### config.mk
export PLATFORM = sky130hd
export DESIGN_NAME = svpwm_min_max_modulator
export DESIGN_NICKNAME = d
export VERILOG_FILES = /design/src/design/svpwm_pkg.sv /design/src/design/svpwm_min_max_modulator.sv
export SDC_FILE = /design/constraint.sdc
export NUM_CORES = 2
export LEC_CHECK = 0
export ABC_AREA = 1
export BUFFER_PORTS_ARGS = -buffer_cell sky130_fd_sc_hd__buf_2
export CAP_MARGIN = 20
export CORE_ASPECT_RATIO = 1.75
export CORE_MARGIN = 1
export CORE_UTILIZATION = 31
export CTS_CLUSTER_DIAMETER = 200
export CTS_CLUSTER_SIZE = 12
export DETAILED_ROUTE_END_ITERATION = 10
export PLACE_DENSITY = 0.42
export SLEW_MARGIN = 20
export SYNTH_ARGS = -nofsm -noshare
export SYNTH_HDL_FRONTEND = slang
export SYNTH_SLANG_ARGS = --single-unit
export TNS_END_PERCENT = 50
### constraint.sdc
create_clock -name clk -period 10.8 [get_ports clk]
set_input_delay 0.54 -clock clk [delete_from_list [all_inputs] [get_ports clk]]
set_output_delay 0.54 -clock clk [all_outputs]
set_load 0.01 [all_outputs]
### src/design/svpwm_pkg.sv
`timescale 1ns / 1ps

package svpwm_pkg;

	// Width of the voltage command fields, signed Q2.(VOLTAGE_WIDTH-2).
	localparam int VOLTAGE_WIDTH = 16;
	localparam int FRAC_BITS     = VOLTAGE_WIDTH - 2;
	// Phase voltages carry 16 extra fraction bits from the sqrt(3)/2 constant.
	localparam int SCALE_SHIFT   = FRAC_BITS + 16;

	// sqrt(3)/2 in unsigned Q0.16, rounded to nearest.
	localparam int K_W           = 17;
	localparam logic [K_W-1:0] K_SQRT3_2 = 17'd56756;

	// Widths of the intermediate values.
	localparam int KBETA_W       = VOLTAGE_WIDTH + K_W;
	localparam int PHASE_W       = VOLTAGE_WIDTH + 18;
	localparam int SUM_W         = PHASE_W + 1;
	localparam int D2_W          = PHASE_W + 3;
	localparam int DUTY_W        = SCALE_SHIFT + 2;
	localparam int PERIOD_W      = 16;
	localparam int COMPARE_W     = 16;
	localparam int PROD_W        = DUTY_W + PERIOD_W;
	localparam int NUM_PHASES    = 3;

	// Configuration port.
	localparam int APB_DATA_W    = 32;
	localparam int APB_ADDR_W    = 2;
	localparam logic [APB_ADDR_W-1:0] REG_CARRIER_PERIOD_ADDR = 2'd0;
	localparam logic [PERIOD_W-1:0]   CARRIER_PERIOD_RESET    = 16'd1023;

	typedef logic signed [VOLTAGE_WIDTH-1:0] voltage_t;
	typedef logic signed [PHASE_W-1:0]       phase_t;
	typedef logic        [DUTY_W-1:0]        duty_t;
	typedef logic        [COMPARE_W-1:0]     compare_t;

endpackage

### src/design/svpwm_min_max_modulator.sv
`timescale 1ns / 1ps

// Space-vector PWM modulator with min-max center injection.
// Input channel: a transaction carries voltage_alpha and voltage_beta, signed
// Q2.14 (16384 is 1.0). It is accepted at a rising edge with in_valid high and
// in_stall low. Output channel: a transaction carries compare_a, compare_b and
// compare_c, each between 0 and the carrier period, and completes at a rising
// edge with out_valid high and out_stall low. Every input gives exactly one output.
// The carrier period register is written through the APB port at byte address 0
// and should only be changed while the pipeline is empty; reads return its value.
// The pipeline has five register stages (beta product, inverse Clarke, min-max
// sum, clamped twice duty, period product) and takes one transaction per cycle
// while the receiver does not stall. out_valid rises when the transaction reaches
// the period product stage, and the result can be taken from then on.
// When the receiver stalls with a result waiting, the whole pipeline holds
// and in_stall rises in the same cycle; nothing is dropped or repeated.
// Reset empties the pipeline, clears all valid bits, and sets the carrier
// period to 1023.
module svpwm_min_max_modulator (
	input  logic                                   clk,
	input  logic                                   arst_n,
	// Input channel
	input  logic                                   in_valid,
	output logic                                   in_stall,
	input  svpwm_pkg::voltage_t                    voltage_alpha,
	input  svpwm_pkg::voltage_t                    voltage_beta,
	// Output channel
	output logic                                   out_valid,
	input  logic                                   out_stall,
	output svpwm_pkg::compare_t                    compare_a,
	output svpwm_pkg::compare_t                    compare_b,
	output svpwm_pkg::compare_t                    compare_c,
	// Configuration port
	input  logic                                   psel,
	input  logic                                   penable,
	input  logic                                   pwrite,
	input  logic [svpwm_pkg::APB_ADDR_W-1:0]       paddr,
	input  logic [svpwm_pkg::APB_DATA_W-1:0]       pwdata,
	output logic [svpwm_pkg::APB_DATA_W-1:0]       prdata,
	output logic                                   pready
);
	import svpwm_pkg::*;

	localparam logic signed [D2_W-1:0] ONE_D2  = D2_W'(64'sd1 <<< SCALE_SHIFT);
	localparam logic signed [D2_W-1:0] FULL_D2 = D2_W'(64'sd1 <<< (SCALE_SHIFT + 1));

	// ------------------------------------------------------------------
	// Configuration register.
	// ------------------------------------------------------------------
	logic [PERIOD_W-1:0] carrier_period_q;
	logic                cfg_write;

	assign pready    = 1'b1;
	assign cfg_write = psel && penable && pwrite && pready;

	always_ff @(posedge clk or negedge arst_n) begin
		if (!arst_n) begin
			carrier_period_q <= CARRIER_PERIOD_RESET;
		end else if (cfg_write && (paddr == REG_CARRIER_PERIOD_ADDR)) begin
			carrier_period_q <= pwdata[PERIOD_W-1:0];
		end
	end

	always_comb begin
		prdata = '0;
		if (paddr == REG_CARRIER_PERIOD_ADDR) begin
			prdata = {{(APB_DATA_W-PERIOD_W){1'b0}}, carrier_period_q};
		end
	end

	// ------------------------------------------------------------------
	// Pipeline control: the stages move together unless a finished result
	// is being held by the receiver.
	// ------------------------------------------------------------------
	logic advance;
	logic valid_s1, valid_s2, valid_s3, valid_s4, valid_s5;

	assign advance  = !(valid_s5 && out_stall);
	assign in_stall = !advance;

	always_ff @(posedge clk or negedge arst_n) begin
		if (!arst_n) begin
			valid_s1 <= 1'b0;
			valid_s2 <= 1'b0;
			valid_s3 <= 1'b0;
			valid_s4 <= 1'b0;
			valid_s5 <= 1'b0;
		end else if (advance) begin
			valid_s1 <= in_valid;
			valid_s2 <= valid_s1;
			valid_s3 <= valid_s2;
			valid_s4 <= valid_s3;
			valid_s5 <= valid_s4;
		end
	end

	// ------------------------------------------------------------------
	// Stage 1: the beta product K * beta.
	// ------------------------------------------------------------------
	voltage_t                   alpha_s1;
	logic signed [KBETA_W-1:0]  kbeta_s1;
	logic signed [KBETA_W-1:0]  kbeta_next;

	always_comb begin
		kbeta_next = KBETA_W'(voltage_beta) * $signed({{(KBETA_W-K_W){1'b0}}, K_SQRT3_2});
	end

	always_ff @(posedge clk) begin
		if (advance) begin
			alpha_s1 <= voltage_alpha;
			kbeta_s1 <= kbeta_next;
		end
	end

	// ------------------------------------------------------------------
	// Stage 2: inverse Clarke. a = alpha, b/c = -alpha/2 +/- K*beta,
	// all scaled by 2^16.
	// ------------------------------------------------------------------
	phase_t phase_s2 [NUM_PHASES];
	phase_t va_next, half_next, kb_ext;

	always_comb begin
		va_next   = PHASE_W'(alpha_s1) <<< 16;
		half_next = -(PHASE_W'(alpha_s1) <<< 15);
		kb_ext    = PHASE_W'(kbeta_s1);
	end

	always_ff @(posedge clk) begin
		if (advance) begin
			phase_s2[0] <= va_next;
			phase_s2[1] <= half_next + kb_ext;
			phase_s2[2] <= half_next - kb_ext;
		end
	end

	// ------------------------------------------------------------------
	// Stage 3: min + max of the three phases.
	// ------------------------------------------------------------------
	phase_t                   phase_s3 [NUM_PHASES];
	logic signed [SUM_W-1:0]  sum_s3;
	phase_t                   vmin, vmax;

	always_comb begin
		vmin = phase_s2[0];
		vmax = phase_s2[0];
		for (int i = 1; i < NUM_PHASES; i++) begin
			if (phase_s2[i] < vmin) begin
				vmin = phase_s2[i];
			end
			if (phase_s2[i] > vmax) begin
				vmax = phase_s2[i];
			end
		end
	end

	always_ff @(posedge clk) begin
		if (advance) begin
			phase_s3 <= phase_s2;
			sum_s3   <= SUM_W'(vmin) + SUM_W'(vmax);
		end
	end

	// ------------------------------------------------------------------
	// Stage 4: twice the duty, 2v - (min + max) + 1.0, clamped to [0, 2.0].
	// ------------------------------------------------------------------
	duty_t                   duty_s4 [NUM_PHASES];
	logic signed [D2_W-1:0]  d2 [NUM_PHASES];
	duty_t                   duty_next [NUM_PHASES];

	always_comb begin
		for (int i = 0; i < NUM_PHASES; i++) begin
			d2[i] = (D2_W'(phase_s3[i]) <<< 1) - D2_W'(sum_s3) + ONE_D2;
			if (d2[i] < 0) begin
				duty_next[i] = '0;
			end else if (d2[i] > FULL_D2) begin
				duty_next[i] = FULL_D2[DUTY_W-1:0];
			end else begin
				duty_next[i] = d2[i][DUTY_W-1:0];
			end
		end
	end

	always_ff @(posedge clk) begin
		if (advance) begin
			duty_s4 <= duty_next;
		end
	end

	// ------------------------------------------------------------------
	// Stage 5: scale by the period and truncate.
	// ------------------------------------------------------------------
	compare_t            compare_s5 [NUM_PHASES];
	logic [PROD_W-1:0]   prod [NUM_PHASES];

	always_comb begin
		for (int i = 0; i < NUM_PHASES; i++) begin
			prod[i] = PROD_W'(duty_s4[i]) * PROD_W'(carrier_period_q);
		end
	end

	always_ff @(posedge clk) begin
		if (advance) begin
			for (int i = 0; i < NUM_PHASES; i++) begin
				compare_s5[i] <= prod[i][SCALE_SHIFT+1 +: COMPARE_W];
			end
		end
	end

	assign out_valid = valid_s5;
	assign compare_a = compare_s5[0];
	assign compare_b = compare_s5[1];
	assign compare_c = compare_s5[2];

	// ------------------------------------------------------------------
	// Assertions.
	// ------------------------------------------------------------------
	a_hold_backpressure: assert property (@(posedge clk) disable iff (!arst_n)
		(valid_s5 && out_stall) |-> in_stall)
		else $error("Input taken while a result is held.");

	a_accept_enters: assert property (@(posedge clk) disable iff (!arst_n)
		(in_valid && !in_stall) |=> valid_s1)
		else $error("Accepted transaction did not enter stage 1.");

	a_compare_range: assert property (@(posedge clk) disable iff (!arst_n)
		out_valid |-> (compare_a <= carrier_period_q && compare_b <= carrier_period_q &&
			compare_c <= carrier_period_q))
		else $error("Compare value exceeds the PWM period.");

	a_duty_range: assert property (@(posedge clk) disable iff (!arst_n)
		valid_s4 |-> (duty_s4[0] <= FULL_D2[DUTY_W-1:0] &&
			duty_s4[1] <= FULL_D2[DUTY_W-1:0] && duty_s4[2] <= FULL_D2[DUTY_W-1:0]))
		else $error("Clamped duty out of range.");

endmodule

==> results.txt <==
----------------------------------------------------
[STA]
  Max-slew violation count ... 0
  Max_slew headroom ... 28.94%
  Final setup TNS ... 0 ns
  Timing-limited maximum frequency ... 0.1124 GHz
  Final count of negative-setup-slack endpoints ... 0
  Final WS setup ... 1.904 ns
  Final hold violations ... 0
  Share of the cycle needed by the critical path after routing ... 82.37%
  Minimum clock period ... 8.896 ns
  Post-route clock skew ... 0.07626 ns
  Slew at the pin closest to its max-slew limit ... 1.063 ns
  Unrepaired setup endpoints after global routing ... no

[Placed design]
  Number of I/O port buffers ... 122
  Post-detail-place hpwl ... 206900 um
  Cell Area, Placed ... 80550 um2
  Routability Congestion ... 0.9118
  Setup slack after placement ... 1.828 ns

[Worst setup path]
  Class of the most critical setup path ... flip-flop to flip-flop
  Largest fanout on the critical path ... 36
  Data arrival at the endpoint of the critical path ... 9.31 ns
  Cell occurring most often along the worst timing path ... sky130_fd_sc_hd__nand2_1
  CP required ... 11.21 ns
  Highest cell delay on the worst timing path ... 0.63 ns
  Kind of capture point of the worst setup path ... flip-flop
  Crit-path slowest cell ... sky130_fd_sc_hd__nand2_1
  Type of origin of the critical path ... flip-flop

[Clock tree]
  TritonCTS buffer count ... 39
  Maximum buffer depth of the clock tree ... 3
  Clock latency on the worst-skew pair ... 0.68 ns
  Library cell used as clock root buffer ... sky130_fd_sc_hd__clkbuf_16
  Post-CTS setup buffers ... 0
  Count of hold buffers inserted by post-cts repair ... 1
  Post-CTS clock slew at the launch and capture registers of the worst setup and hold paths ... 0.08 ns
  CTS H-tree lvls ... 2
  CTS tree ... built
  Clock sink total ... 397
  Post_cts resized ... 0

[Drt]
  Count of routing violations after the opening detailed-route iteration ... 2878
  Detailed Route WL ... 254100 um
  Routed wire per std cell ... 20.31 um
  Number of vias per cell ... 4.749
  Via count of the routed design ... 59420
  Number of remaining DRC errors ... 0
  First drt pass iteration count ... 6
  Antenna-violating nets left ... 0

[Synth]
  Yosys warning count ... 0
  Mean Syn Cell Area ... 8.203 um2
  Register bit count reported by yosys ... 397
  Seq/Total Area, Yosys ... 15.39%
  Gate Count Post-Synth ... 9371
  Post-synthesis async set-or-reset flop share ... 5.290%
  Count of flip-flops with a built-in enable after synthesis ... 376
  Number of unique standard cell types used by synthesis ... 64
  Top flip-flop cell by instance count after synthesis ... sky130_fd_sc_hd__edfxtp_1
  Area of the mapped netlist ... 76870 um2

[Layout]
  Area of all placed cells without fillers ... 81680 um2
  Utilization of the core after routing ... 33.15%
  Commonest non-fill, non-tap cells in the layout ... sky130_fd_sc_hd__nand2_1 (2358), sky130_fd_sc_hd__inv_1 (2194), sky130_fd_sc_hd__fa_1 (1287), sky130_fd_sc_hd__ha_1 (751), sky130_fd_sc_hd__nor2_1 (469)
  Most common library cell in the layout ignoring fill and taps ... sky130_fd_sc_hd__nand2_1
  Nets ... 11320
  Syn-to-layout area delta ... 6.255%
  Fraction of layout instances using a drive strength above 1 ... 3.510%

[GRT]
  Vias in the first global route ... 66550
  Number of antenna violations at the first check in global routing ... 4
  Overall routing resource usage ... 20.76%
  Global-route wire length before repair ... 390900 um
  GRT overflow ... 0
  Maximum number of pins on one net before global-route repair ... 152

[Die]
  Std-Cell Rows ... 241
  I/O pin total ... 156
  Y dimension of the die ... 660.8 um
  Die area ... 250000 um2
  Placeable core region ... 246400 um2
  Effective utilization at floorplan ... 31.20%
  Die span in x ... 378.4 um

[Outcome]
  Result of the run ... finished, final reports clean

[Min path]
  Type of the tightest min-delay check ... primary input to flip-flop

[Run]
  Count of max-cap constraint violations ... 0

----------------------------------------------------
[stage by stage]
step	hold slack [ns]	std cells
6_report	0.09500	12510
5_1_grt	0.05811	12510
4_1_cts	0.02753	12510
3_3_place_gp	0.4310	12450
2_1_floorplan	0.2444	9386
3_5_place_dp	0.4366	12450
[synth_stat cells, types with 12 or more instances]
cell                       number  area, um2
sky130_fd_sc_hd__ha_1         751       9397
sky130_fd_sc_hd__nor2_1       469       1760
sky130_fd_sc_hd__a21boi_0      12      90.09
sky130_fd_sc_hd__nand4_1       85      531.8
sky130_fd_sc_hd__o21bai_1      12      90.09
sky130_fd_sc_hd__nor2_4        18      202.7
sky130_fd_sc_hd__a21o_1        23      172.7
sky130_fd_sc_hd__a21oi_1      396       1982
sky130_fd_sc_hd__o21a_1        25      187.7
sky130_fd_sc_hd__fa_1        1287      25760
sky130_fd_sc_hd__nand3_1      177      885.9
sky130_fd_sc_hd__inv_1       2194       8235
sky130_fd_sc_hd__nor2_2        18      112.6
sky130_fd_sc_hd__buf_4         19      142.6
sky130_fd_sc_hd__o21ai_1       14      70.07
sky130_fd_sc_hd__clkbuf_1     363       1363
sky130_fd_sc_hd__o21ai_0      244       1221
sky130_fd_sc_hd__edfxtp_1     376      11290
sky130_fd_sc_hd__nor4_1        30      187.7
sky130_fd_sc_hd__a31oi_1       28      175.2
sky130_fd_sc_hd__xnor2_1       83      727.0
sky130_fd_sc_hd__nor3_1        63      315.3
sky130_fd_sc_hd__xor2_1       173       1515
sky130_fd_sc_hd__nand2_1     2359       8855
sky130_fd_sc_hd__nand3b_1      12      90.09
[path summary, 6_finish.rpt]
check | to | depth (start not counted) | slack, ns | start
min | alpha_s1[5] | 1 | 0.09 | voltage_alpha[5]
max reg2reg | sum_s3[26] | 38 | 1.90 | phase_s2[99]
max in group asynchronous | carrier_period_q[15] | 2 | 9.59 | arst_n
min in group asynchronous | valid_s2 | 2 | 0.51 | arst_n
max | sum_s3[26] | 38 | 1.90 | phase_s2[99]
min reg2reg | phase_s2[37] | 0 | 0.43 | kbeta_s1[3]
[metal layers]
metal  vias up  wire [um]  part of all wire (%)  track usage [%]
met2      1138     148900                    59            43.34
met4         2      11240                   4.4            8.015
met5         -         12                0.0047                0
met1     30030      87790                    35            20.62
met3       418       6209                   2.4            1.241
li1      27830          -                     -                -
[registers in the layout, summed over array words and instances (netlist names)]
signal / cells
sum_s3: 33
duty_s4: 90
phase_s3: 79
kbeta_s1: 31
valid_s4: 1
phase_s2: 79
alpha_s1: 16
carrier_period_q: 16
out_valid: 1
compare_s5: 48
valid_s1: 1
valid_s2: 1
valid_s3: 1
[worst max-delay path, delay by kind of cell, from the launching register on]
| kind | cells | cell delay (ns) |
|---|---|---|
| buffers and inverters | 6 | 1.28 |
| AND/OR/NAND/NOR | 18 | 3.55 |
| XOR/XNOR | 1 | 0.14 |
| adder cells (fa/ha/maj) | 4 | 1.55 |
| AO/OA/AOI/OAI | 9 | 1.73 |
| flip-flops | 1 | 0.38 |
[cell type report]
cell class | instances | area (um2)
fillers | 26230 | 164700
multi-input cells | 6384 | 55180
flip-flops and latches | 397 | 11890
inverters | 2200 | 8260
well taps | 3280 | 4104
repair buffers | 189 | 1129
clock buffers | 59 | 1072
clock inverters | 3 | 41.29
diodes | 2 | 5.005
[logic make-up after synthesis]
| kind of cell | after synthesis | share of synthesized area, % |
|---|---|---|
| simple gates | 3254 | 17.09 |
| compound gates | 817 | 5.900 |
| buf+inv | 2605 | 12.91 |
| xor+xnor | 258 | 2.959 |
| fa+ha+maj | 2038 | 45.74 |
| other cells | 2 | 0.009770 |
| flops | 397 | 15.39 |
Power is left out: the tool's default activity adds up to more than one toggle a clock period on the data nets, which glitch-free logic cannot reach.
